==> src/sv/mbsp_pkg.sv <==
// Shared types and constants of the MIDI byte stream parser.
`default_nettype none
package mbsp_pkg;

  localparam int OFIFO_DEPTH = 4;
  localparam int OFIFO_AW    = $clog2(OFIFO_DEPTH);
  localparam int TDATA_W     = 32;

  localparam logic [7:0] ST_SYSEX     = 8'hF0;
  localparam logic [7:0] ST_QFRAME    = 8'hF1;
  localparam logic [7:0] ST_SONG_POS  = 8'hF2;
  localparam logic [7:0] ST_SONG_SEL  = 8'hF3;
  localparam logic [7:0] ST_TUNE_REQ  = 8'hF6;
  localparam logic [7:0] ST_EOX       = 8'hF7;
  localparam logic [7:0] ST_UNDEF_RT  = 8'hFD;
  localparam logic [3:0] HI_PROGRAM   = 4'hC;
  localparam logic [3:0] HI_PRESSURE  = 4'hD;
  localparam logic [3:0] HI_SYSTEM    = 4'hF;

  typedef enum logic [2:0] {
    KIND_CHANNEL   = 3'd0,
    KIND_COMMON    = 3'd1,
    KIND_SINGLE    = 3'd2,
    KIND_SYSEX_DAT = 3'd3,
    KIND_SYSEX_END = 3'd4
  } mbsp_kind_t;

  typedef struct packed {
    mbsp_kind_t  kind;
    logic [7:0]  status_byte;
    logic [6:0]  first_data;
    logic [6:0]  second_data;
    logic [1:0]  data_count;
    logic        sysex_proper_end;
    logic        last_of_run;
  } mbsp_res_t;

  typedef struct packed {
    logic [7:0] running_status;
    logic [1:0] running_length;
    logic [7:0] pending_status;
    logic [1:0] pending_needed;
    logic [6:0] pending_first;
    logic [1:0] pending_have;
    logic       in_sysex;
  } mbsp_state_t;

  function automatic mbsp_res_t mk_res(mbsp_kind_t k, logic [7:0] st, logic [6:0] d1,
                                       logic [6:0] d2, logic [1:0] cnt, logic proper);
    mbsp_res_t r;
    r.kind             = k;
    r.status_byte      = st;
    r.first_data       = d1;
    r.second_data      = d2;
    r.data_count       = cnt;
    r.sysex_proper_end = proper;
    r.last_of_run      = 1'b0;
    return r;
  endfunction

endpackage
`default_nettype wire

==> src/sv/mbsp_decode.sv <==
// Byte decision logic: parser state and one byte in, next state and up to two results out.
`default_nettype none
module mbsp_decode (
  input  mbsp_pkg::mbsp_state_t state_i,
  input  logic [7:0]            byte_i,
  input  logic                  bend_i,
  output mbsp_pkg::mbsp_state_t state_o,
  output mbsp_pkg::mbsp_res_t   res0_o,
  output mbsp_pkg::mbsp_res_t   res1_o,
  output logic [1:0]            res_cnt_o
);
  import mbsp_pkg::*;

  mbsp_state_t s;
  mbsp_res_t   res [2];
  logic [1:0]  n;
  logic        done;
  logic [1:0]  need;
  logic [6:0]  d1;
  logic [6:0]  d2;
  logic        chan;

  always_comb begin
    s      = state_i;
    n      = 2'd0;
    done   = 1'b0;
    res[0] = '0;
    res[1] = '0;
    need   = 2'd0;
    d1     = '0;
    d2     = '0;
    chan   = 1'b0;

    if (!byte_i[7]) begin
      if (s.in_sysex) begin
        res[n[0]] = mk_res(KIND_SYSEX_DAT, ST_SYSEX, byte_i[6:0], 7'd0, 2'd1, 1'b0);
        n = n + 2'd1;
      end else begin
        // A running status data byte opens a fresh pending message first.
        if (s.pending_needed == 2'd0 && s.running_length != 2'd0) begin
          s.pending_status = s.running_status;
          s.pending_needed = s.running_length;
          s.pending_first  = '0;
          s.pending_have   = 2'd0;
        end
        if (s.pending_needed != 2'd0) begin
          if (s.pending_have == 2'd0 && s.pending_needed == 2'd2) begin
            s.pending_first = byte_i[6:0];
            s.pending_have  = 2'd1;
          end else begin
            need = s.pending_needed;
            d1   = (need == 2'd1) ? byte_i[6:0] : s.pending_first;
            d2   = (need == 2'd1) ? 7'd0 : byte_i[6:0];
            chan = (s.pending_status[7:4] != HI_SYSTEM);
            res[n[0]] = mk_res(chan ? KIND_CHANNEL : KIND_COMMON, s.pending_status,
                               d1, d2, need, 1'b0);
            n = n + 2'd1;
            if (chan) begin
              s.running_status = s.pending_status;
              s.running_length = need;
            end
            s.pending_status = '0;
            s.pending_needed = '0;
            s.pending_first  = '0;
            s.pending_have   = '0;
          end
        end
      end
    end else begin
      if (s.in_sysex) begin
        s.in_sysex = 1'b0;
        res[n[0]] = mk_res(KIND_SYSEX_END, ST_EOX, 7'd0, 7'd0, 2'd0, byte_i == ST_EOX);
        n = n + 2'd1;
        if (byte_i == ST_EOX) begin
          s.running_status = '0;
          s.running_length = '0;
          done             = 1'b1;
        end
      end
      // Any status byte aborts a partial message.
      s.pending_status = '0;
      s.pending_needed = '0;
      s.pending_first  = '0;
      s.pending_have   = '0;
      if (!done) begin
        if (byte_i[7:4] != HI_SYSTEM) begin
          s.pending_status = byte_i;
          s.pending_needed = (byte_i[7:4] inside {HI_PROGRAM, HI_PRESSURE}) ? 2'd1 : 2'd2;
        end else if (!byte_i[3]) begin
          s.running_status = '0;
          s.running_length = '0;
          case (byte_i)
            ST_SYSEX: s.in_sysex = 1'b1;
            ST_QFRAME, ST_SONG_SEL: begin
              s.pending_status = byte_i;
              s.pending_needed = 2'd1;
            end
            ST_SONG_POS: begin
              s.pending_status = byte_i;
              s.pending_needed = 2'd2;
            end
            ST_TUNE_REQ, ST_EOX: begin
              res[n[0]] = mk_res(KIND_SINGLE, byte_i, 7'd0, 7'd0, 2'd0, 1'b0);
              n = n + 2'd1;
            end
            default: ;
          endcase
        end else if (byte_i != ST_UNDEF_RT) begin
          res[n[0]] = mk_res(KIND_SINGLE, byte_i, 7'd0, 7'd0, 2'd0, 1'b0);
          n = n + 2'd1;
        end
      end
    end

    if (bend_i) begin
      if (s.in_sysex) begin
        s.in_sysex = 1'b0;
        res[n[0]] = mk_res(KIND_SYSEX_END, ST_EOX, 7'd0, 7'd0, 2'd0, 1'b0);
        n = n + 2'd1;
      end
      s.pending_status = '0;
      s.pending_needed = '0;
      s.pending_first  = '0;
      s.pending_have   = '0;
      s.running_status = '0;
      s.running_length = '0;
    end

    if (n == 2'd1) begin
      res[0].last_of_run = 1'b1;
    end else if (n == 2'd2) begin
      res[1].last_of_run = 1'b1;
    end
  end

  assign state_o   = s;
  assign res0_o    = res[0];
  assign res1_o    = res[1];
  assign res_cnt_o = n;

endmodule
`default_nettype wire

==> src/sv/mbsp_ofifo.sv <==
// Small result queue that takes up to two results per cycle and hands out one per beat.
`default_nettype none
module mbsp_ofifo (
  input  logic                clk,
  input  logic                rst_n,
  input  logic [1:0]          wr_cnt,
  input  mbsp_pkg::mbsp_res_t wr0,
  input  mbsp_pkg::mbsp_res_t wr1,
  output logic                space2,
  output logic                rd_valid,
  input  logic                rd_ready,
  output mbsp_pkg::mbsp_res_t rd_data
);
  import mbsp_pkg::*;

  localparam logic [OFIFO_AW:0] DEPTH_C = (OFIFO_AW + 1)'(OFIFO_DEPTH);

  mbsp_res_t             mem [OFIFO_DEPTH];
  logic [OFIFO_AW-1:0]   wptr_r, wptr_nxt;
  logic [OFIFO_AW-1:0]   rptr_r, rptr_nxt;
  logic [OFIFO_AW:0]     cnt_r, cnt_nxt;
  logic                  pop;

  assign rd_valid = (cnt_r != '0);
  assign pop      = rd_valid && rd_ready;
  assign space2   = (cnt_r <= DEPTH_C - (OFIFO_AW + 1)'(2));
  assign rd_data  = mem[rptr_r];

  always_comb begin
    wptr_nxt = wptr_r + OFIFO_AW'(wr_cnt);
    rptr_nxt = rptr_r + OFIFO_AW'(pop);
    cnt_nxt  = cnt_r + (OFIFO_AW + 1)'(wr_cnt) - (OFIFO_AW + 1)'(pop);
  end

  always_ff @(posedge clk) begin
    if (!rst_n) begin
      wptr_r <= '0;
      rptr_r <= '0;
      cnt_r  <= '0;
    end else begin
      wptr_r <= wptr_nxt;
      rptr_r <= rptr_nxt;
      cnt_r  <= cnt_nxt;
    end
  end

  always_ff @(posedge clk) begin
    if (wr_cnt != 2'd0) begin
      mem[wptr_r] <= wr0;
    end
    if (wr_cnt == 2'd2) begin
      mem[wptr_r + OFIFO_AW'(1)] <= wr1;
    end
  end

endmodule
`default_nettype wire

==> src/sv/midi_byte_stream_parser_core.sv <==
// Top level of the MIDI byte stream parser: input register, parser state and result queue.
`default_nettype none
// Splits a raw MIDI byte stream into messages with running status. One byte is taken
// per cycle into an input register while it is empty or its byte moves on; the byte
// decision is made combinationally from that register and the parser state, and its
// results (none, one or two) are written into a four-entry result queue, so a result
// passes the input register and then the queue memory. The registered byte moves on
// whenever the queue has room for two results; the output side delivers one result
// per beat, so a byte that causes two results holds the output for two beats.
// in_tlast marks the end of a buffer and out_tlast the last result caused by a byte.
module midi_byte_stream_parser_core (
  input  logic                           clk,
  input  logic                           rst_n,
  input  logic                           in_tvalid,
  output logic                           in_tready,
  input  logic [7:0]                     in_tdata,   // [7:0] midi_byte
  input  logic                           in_tlast,   // buffer_end
  output logic                           out_tvalid,
  input  logic                           out_tready,
  // [7:0] status_byte, [14:8] first_data, [21:15] second_data,
  // [23:22] data_count, [24] sysex_proper_end, [31:25] zero
  output logic [mbsp_pkg::TDATA_W-1:0]   out_tdata,
  output logic [2:0]                     out_tuser,  // [2:0] kind
  output logic                           out_tlast   // last_of_run
);
  import mbsp_pkg::*;

  logic        in_vld_r, in_vld_nxt;
  logic [7:0]  in_byte_r;
  logic        in_bend_r;
  logic        in_acc;
  logic        advance;
  logic        space2;

  mbsp_state_t state_r, state_nxt, dec_state;
  mbsp_res_t   res0, res1, rd_res;
  logic [1:0]  res_cnt;
  logic [1:0]  wr_cnt;

  assign advance    = in_vld_r && space2;
  assign in_tready  = !in_vld_r || advance;
  assign in_acc     = in_tvalid && in_tready;
  assign in_vld_nxt = in_acc ? 1'b1 : (advance ? 1'b0 : in_vld_r);
  assign state_nxt  = advance ? dec_state : state_r;
  assign wr_cnt     = advance ? res_cnt : 2'd0;

  always_ff @(posedge clk) begin
    if (!rst_n) begin
      in_vld_r <= 1'b0;
      state_r  <= '0;
    end else begin
      in_vld_r <= in_vld_nxt;
      state_r  <= state_nxt;
    end
  end

  always_ff @(posedge clk) begin
    if (in_acc) begin
      in_byte_r <= in_tdata;
      in_bend_r <= in_tlast;
    end
  end

  mbsp_decode u_decode (
    .state_i   (state_r),
    .byte_i    (in_byte_r),
    .bend_i    (in_bend_r),
    .state_o   (dec_state),
    .res0_o    (res0),
    .res1_o    (res1),
    .res_cnt_o (res_cnt)
  );

  mbsp_ofifo u_ofifo (
    .clk      (clk),
    .rst_n    (rst_n),
    .wr_cnt   (wr_cnt),
    .wr0      (res0),
    .wr1      (res1),
    .space2   (space2),
    .rd_valid (out_tvalid),
    .rd_ready (out_tready),
    .rd_data  (rd_res)
  );

  assign out_tdata = {7'd0, rd_res.sysex_proper_end, rd_res.data_count,
                      rd_res.second_data, rd_res.first_data, rd_res.status_byte};
  assign out_tuser = rd_res.kind;
  assign out_tlast = rd_res.last_of_run;

endmodule
`default_nettype wire

==> config.mk <==
export PLATFORM = sky130hd
export DESIGN_NAME = midi_byte_stream_parser_core
export DESIGN_NICKNAME = d
export VERILOG_FILES = /design/src/sv/mbsp_pkg.sv /design/src/sv/mbsp_decode.sv /design/src/sv/mbsp_ofifo.sv /design/src/sv/midi_byte_stream_parser_core.sv
export SDC_FILE = /design/constraint.sdc
export NUM_CORES = 1
export LEC_CHECK = 0
export ABC_CLOCK_PERIOD_IN_PS = 9600
export BUFFER_PORTS_ARGS = -buffer_cell sky130_fd_sc_hd__buf_2
export CAP_MARGIN = 20
export CELL_PAD_IN_SITES_DETAIL_PLACEMENT = 0
export CELL_PAD_IN_SITES_GLOBAL_PLACEMENT = 1
export CORE_UTILIZATION = 42
export DETAILED_ROUTE_END_ITERATION = 6
export HOLD_SLACK_MARGIN = 0.03
export PLACE_DENSITY = 0.69
export SYNTH_ARGS = -nofsm -noshare
export SYNTH_HDL_FRONTEND = slang
export SYNTH_HIERARCHICAL = 1
export SYNTH_SLANG_ARGS = --single-unit
==> constraint.sdc <==
create_clock -name clk -period 9.6 [get_ports clk]
set_clock_uncertainty 0.15 [all_clocks]
set_input_delay 1.44 -clock clk [delete_from_list [all_inputs] [get_ports clk]]
set_output_delay 1.44 -clock clk [all_outputs]
set_load 0.01 [all_outputs]
==> results of run 1 <==
-- kinds of logic after synthesis --
family,after synthesis
adders and majority gates,10
DFF,163
and+or+nand+nor,202
AOI/OAI and AO/OA,119
other,2
buffers and inverters,101
muxes,163
xor gates and xnor gates,2
-- final cells by class --
type	count	area share (%)
clock inverters	15	1.42
flip-flops and latches	163	43.1
repair buffers	61	3.54
multi-input cells	521	43.9
inverters	17	0.610
well taps	280	3.35
clock buffers	17	4.07
-- final timing paths --
path           startpoint                 end  slack (ns)  depth (start not counted)
max          in_byte_r[7]  u_ofifo/mem[2][25]        4.77                         14
min            state_r[9]          state_r[9]        0.34                          2
max reg2reg  in_byte_r[7]  u_ofifo/mem[2][25]        4.77                         14
min reg2reg    state_r[9]          state_r[9]        0.34                          2
-- layout by cell type (no fill, tap or decap), drive strengths merged, types with 11 or more instances in the layout --
cell and n:
nand2 54, nand4 34, nor2b 11, mux4 29, a21oi 17, clkbuf 17, inv 22, mux2 121
a22oi 16, mux2i 13, and2 16, edfxtp 125, buf 61, nor2 40, conb 25, dfxtp 38
o21ai 43
-- flip-flops by register name (all words and copies together), names as in the netlist --
name / flops
u_ofifo/wptr_r: 2
in_byte_r: 8
u_ofifo/mem: 116
state_r: 30
u_ofifo/rptr_r: 2
u_ofifo/cnt_r: 3
in_vld_r: 1
in_bend_r: 1
-- power by group through the flow --
stage | registers, mW | clock network, mW | logic [mW]
2_1_floorplan | 0.794 | 0 | 0.261
3_5_place_dp | 0.803 | 0 | 0.330
3_3_place_gp | 0.803 | 0 | 0.325
5_1_grt | 0.790 | 0.701 | 0.359
4_1_cts | 0.788 | 0.668 | 0.332
6_report | 0.788 | 0.656 | 0.328
-- worst register-to-register path, cell delays in order (launching register included) --
cell and delay [ns]:
edfxtp_1 0.32, buf_4 0.42, and4_1 0.62, nand3_1 0.18, ha_1 0.32, mux2i_1 0.10
a221oi_4 0.43, inv_1 0.09, ha_1 0.29, inv_1 0.06, mux2i_1 0.09, and3_2 0.33
or3b_2 0.50, a21oi_2 0.14, buf_4 0.42
-- per-layer routing --
layer	track usage, %	share of wire (%)	up-vias
met5	0	0	-
met4	5.00	1.2	0
met3	3.69	3.7	23
met2	33.9	49	160
met1	27.6	46	3208
li1	-	-	2913
==> results.cfg, run 1 <==
[clock_tree]
cts_resized = 0
clk_latency_ns = 0.43
cts_setup_buffers = 0
cts_buffer_depth = 2
cts_hold_buf = 0
cts_tree = done
numCtsBuffers = 17
clk_pin_slew_ns = 0.07
cts_sinks = 163
htreeDepth = 4
cts_root_buf = clkbuf_16

[sta]
finalCritPeriodShare_pct = 50.3
hold_violations = 0
tightest_slew_ns = 0.942
slew_headroom_pct = 36.7
rsz0062_at_grt = false
setup_ws_ns = 4.77
hold_slack_ns = 0.336
report.final.slew_viol_count = 0
setup_violations = 0
setup_tns_ns = 0
max_freq_mhz = 207
min_period_ns = 4.83

[setup_path]
crit_required_ns = 9.52
crit_slowest_cell = and4_1
cp_num_buf_inv = 4
critical_path.max_stage_delay_ns = 0.60
crit_chain = buf_4, and4_1, nand3_1, ha_1, mux2i_1, a221oi_4, inv_1, ha_1, inv_1, mux2i_1, and3_2, or3b_2, a21oi_2, buf_4
cp_top_family = simple AND/OR/NAND/NOR gates
crit_arrival_ns = 4.74
cp_max_fo = 43
cp-start-kind = flip-flop
crit_type = reg2reg
crit_path_end_kind = flip-flop

[drt]
wl_per_cell_microns = 21.5
drt_iter0_markers = 491
drt-vias-per-instance = 5.87
route.vias.total = 6304
wl_microns = 23000
ant_nets = 0
first_pass_iters = 5
drc_errors = 0

[grt]
grtUsageTotal_pct = 20.4
grt_max_degree = 71
grt_pass1_wl_microns = 36500
grt_antenna_before_repair = 1
grt_overflow_total = 0
grt_pass1_vias = 6380

[synth]
synthAdderAreaFrac_pct = 1.38
synth_top_area_share_pct = 39.0
synth_top_family_by_area = multiplexers
synth_edf_count = 125
synth_area_sq_um = 9610
synth_xor_area_share_pct = 0.469
synthArstFlopShare_pct = 0
synth-seq-cells = 163
synth_top_area_cell = edfxtp_1
synth_most_common_cell = edfxtp_1
synth_common_cells = 125 x edfxtp_1, 81 x mux2_2, 54 x nand2_1, 39 x nor2_1, 38 x dfxtp_1
synth.yosys.seq_area_share_pct = 47.0
synthFlopType = edfxtp_1
synth_compound_area_share_pct = 10.1
synth-simple-area-share_pct = 11.4
synth_area_leaders = edfxtp_1 39%, mux2_2 9.5%, dfxtp_1 7.9%
synth_cell_types = 73
avgSynthCellArea_sq_um = 12.6
synth_mux_area_share_pct = 23.1
yosys_warnings = 6
syn_inst = 762

[finish]
seqCellArea_sq_um = 4520
finalNonFillerCells = 1074
final_nets = 804
num_antenna_cells = 0
multi_input_area_sq_um = 4590
n_fill_cell = 1983
synthToLayoutAreaGrowth_pct = 8.85
stdcell_area_sq_um = 10500
final_util_pct = 47.2
drive_above_1_share_pct = 35.8

[floorplanning]
core_area_sq_um = 22200
die_area_sq_um = 23500
fp-row-count = 54
initial_core_util_pct = 43.4
ios = 51
die_w_microns = 153
fp.dieH_microns = 153

[job]
cap_violations = 0

[pwr]
clkPwrFrac_pct = 37.0
finalPower_mw = 1.77
p_seq_share_pct = 44.5
swShare_pct = 29.3
ir_drop_mv = 0.105
pwr-share-comb_pct = 18.5
p_leak_nw = 3.92
powerDensity_nw_per_um2 = 169
power_switching_mw = 0.519
internal_power_mw = 1.25

[placement]
place_inst = 1042
place_congestion = 0.857
portBuffers = 43
dp_hpwl_microns = 14400
placed_area_sq_um = 9890
dp_worst_setup_slack_ns = 4.83

[min_path]
min_path_type = reg2reg

[status]
status = finished, final reports clean
(Power assumes the default switching activity.)
==> run 2: changes to the inputs <==
- ABC_CLOCK_PERIOD_IN_PS: 9600 -> 3900
- PLACE_DENSITY: 0.69 -> 0.72
- clock period: 9.6 -> 3.9 ns (I/O delays scaled with it)
==> run 2 against run 1 <==
Effect of this change:
- first-iteration DRC count rose by 5.3%
- sequential cell count unchanged
- combinational power grew 150%
- total power grew to 2.6 times the previous value
- clock power rose to 2.7 times the previous value
- setup slack worse by 4.7 ns
- wire length grew 2.3%
- worst hold slack got worse by 0.16 ns
- critical endpoint is now u_ofifo/mem[1][2]
- largest power group unchanged
==> results.cfg, run 2 (synthesis gave the netlist of run 1 again) <==
[finish]
final_util_pct = 49.0
layout_commonest_cell = edfxtp_1
seqCellArea_sq_um = 4520
layout_common_cells = 125 x edfxtp_1, 81 x mux2_2, 53 x nand2_1, 43 x buf_2
num_antenna_cells = 0
multi_input_area_sq_um = 4630
largestRegisters = u_ofifo/mem: 116 flops, state_r: 30 flops, in_byte_r: 8 flops
synthToLayoutAreaGrowth_pct = 13.0
top_register = u_ofifo/mem
n_fill_cell = 1988
finalNonFillerCells = 1102
drive_above_1_share_pct = 38.6
stdcell_area_sq_um = 10900
largest_reg_flops = 116
final_nets = 832

[drt]
drt_iter0_markers = 517
drt-vias-per-instance = 5.84
ant_nets = 0
route.vias.total = 6436
drc_errors = 0
first_pass_iters = 5
wl_per_cell_microns = 21.4
wl_microns = 23600

[sta]
setup_tns_ns = 0
min_period_ns = 3.78
setup_ws_ns = 0.116
max_freq_mhz = 264
tightest_slew_ns = 1.11
finalCritPeriodShare_pct = 97.0
report.final.slew_viol_count = 0
setup_violations = 0
hold_slack_ns = 0.175
slew_headroom_pct = 25.4
hold_violations = 0

[setup_path]
r2r_slack_ns = 0.12
cp_max_fo = 10
r2r_end = u_ofifo/mem[1][2]
crit_arrival_ns = 3.82
crit_path_end_kind = flip-flop
crit_type = reg2reg
r2r.worst_path.cells = 14
r2r_start = in_byte_r[4]
crit_required_ns = 3.94
cp-start-kind = flip-flop

[grt]
grt_pass1_vias = 6442
grt_pass1_wl_microns = 36400
grt_overflow_total = 0
grtUsageTotal_pct = 20.3
grt_antenna_before_repair = 0
grt_max_degree = 42

[pwr]
p_leak_nw = 4.12
p_seq_share_pct = 43.0
internal_power_mw = 3.25
clkPwrFrac_pct = 39.2
pwr-share-comb_pct = 17.9
powerDensity_nw_per_um2 = 421
ir_drop_mv = 0.272
finalPower_mw = 4.57
power_switching_mw = 1.32
swShare_pct = 28.8

[placement]
dp_hpwl_microns = 14800
placed_area_sq_um = 10100
dp_worst_setup_slack_ns = 0.0123
place_inst = 1056
portBuffers = 43
place_congestion = 0.877

[clock_tree]
clk_latency_ns = 0.43
cts_sinks = 163
cts_hold_buf = 0
cts_buffer_depth = 2
htreeDepth = 4
cts_tree = done
cts_root_buf = clkbuf_16
numCtsBuffers = 17
clk_pin_slew_ns = 0.07

[min_path]
min_path_type = in2reg
min_to = in_byte_r[5]
whs_path_depth = 1
hp-start = in_tdata[5]

[floorplanning]
initial_core_util_pct = 43.4
ios = 51
core_area_sq_um = 22200
die_w_microns = 153
die_area_sq_um = 23500
fp-row-count = 54
fp.dieH_microns = 153

[status]
status = finished, final reports clean

[job]
cap_violations = 0
-- run 2: changes by cell type in the layout (fill, tap and decap cells not counted), moves of 2 or more --
cell | before | now
inv_8 | 3 | 6
and3_2 | 2 | 0
buf_12 | 0 | 7
bufinv_16 | 0 | 2
buf_4 | 17 | 37
clkinv_2 | 2 | 0
and3_4 | 0 | 2
clkinvlp_4 | 4 | 1
-- run 2: cell type report --
cell class | count | share of cell area [%]
multi-input combinational | 521 | 42.6
sequential | 163 | 41.6
timing repair buffer | 89 | 6.16
clock buffer | 17 | 3.92
tap | 280 | 3.23
clock inverter | 15 | 1.94
inverter | 17 | 0.587
-- run 2: metal layers --
layer	vias up	share of wire [%]	global-route usage (%)
met4	0	1.4	6.45
met5	-	0	0
met3	21	4.7	3.43
li1	2993	-	-
met2	200	48	33.4
met1	3222	46	27.4
-- run 2: critical path, cell delays in order (launching register included) --
cell      delay [ns]
edfxtp_1        0.44
and4_1          0.25
nand3_2         0.10
ha_1            0.31
mux2i_1         0.11
a221oi_4        0.32
inv_1           0.09
ha_1            0.29
inv_1           0.06
mux2i_1         0.10
and3_4          0.25
nor4b_4         0.36
buf_4           0.21
buf_6           0.16
mux2_2          0.35
-- run 2: worst max path at each step --
stage	startpoint	end	slack [ns]	depth (start not counted)
detailed placement	in_byte_r[6]	u_ofifo/mem[3][6]	0.01	13
global route	in_byte_r[6]	u_ofifo/mem[1][2]	-0.06	14
global placement	in_byte_r[6]	u_ofifo/mem[1][13]	0.12	13
finish	in_byte_r[4]	u_ofifo/mem[1][2]	0.12	14
floorplan	in_byte_r[4]	u_ofifo/mem[3][0]	-0.02	13
CTS	in_byte_r[4]	u_ofifo/mem[3][25]	0.07	13
-- run 2: power groups by stage --
stage / Combinational [mW] / Sequential (mW) / Clock, mW
floorplan: 0.644 / 1.95 / 0
CTS: 0.814 / 1.97 / 1.83
detailed placement: 0.807 / 2.01 / 0
global route: 0.889 / 1.97 / 1.90
global placement: 0.798 / 2.00 / 0
finish: 0.816 / 1.96 / 1.79
-- run 2: timing repair --
action / CTS / global route
resized for setup: 0 / 6
cloned: 0 / 2
buffers inserted: 2 / 10
pin swaps: 0 / 4
endpoints found under the setup margin: 2 / 130
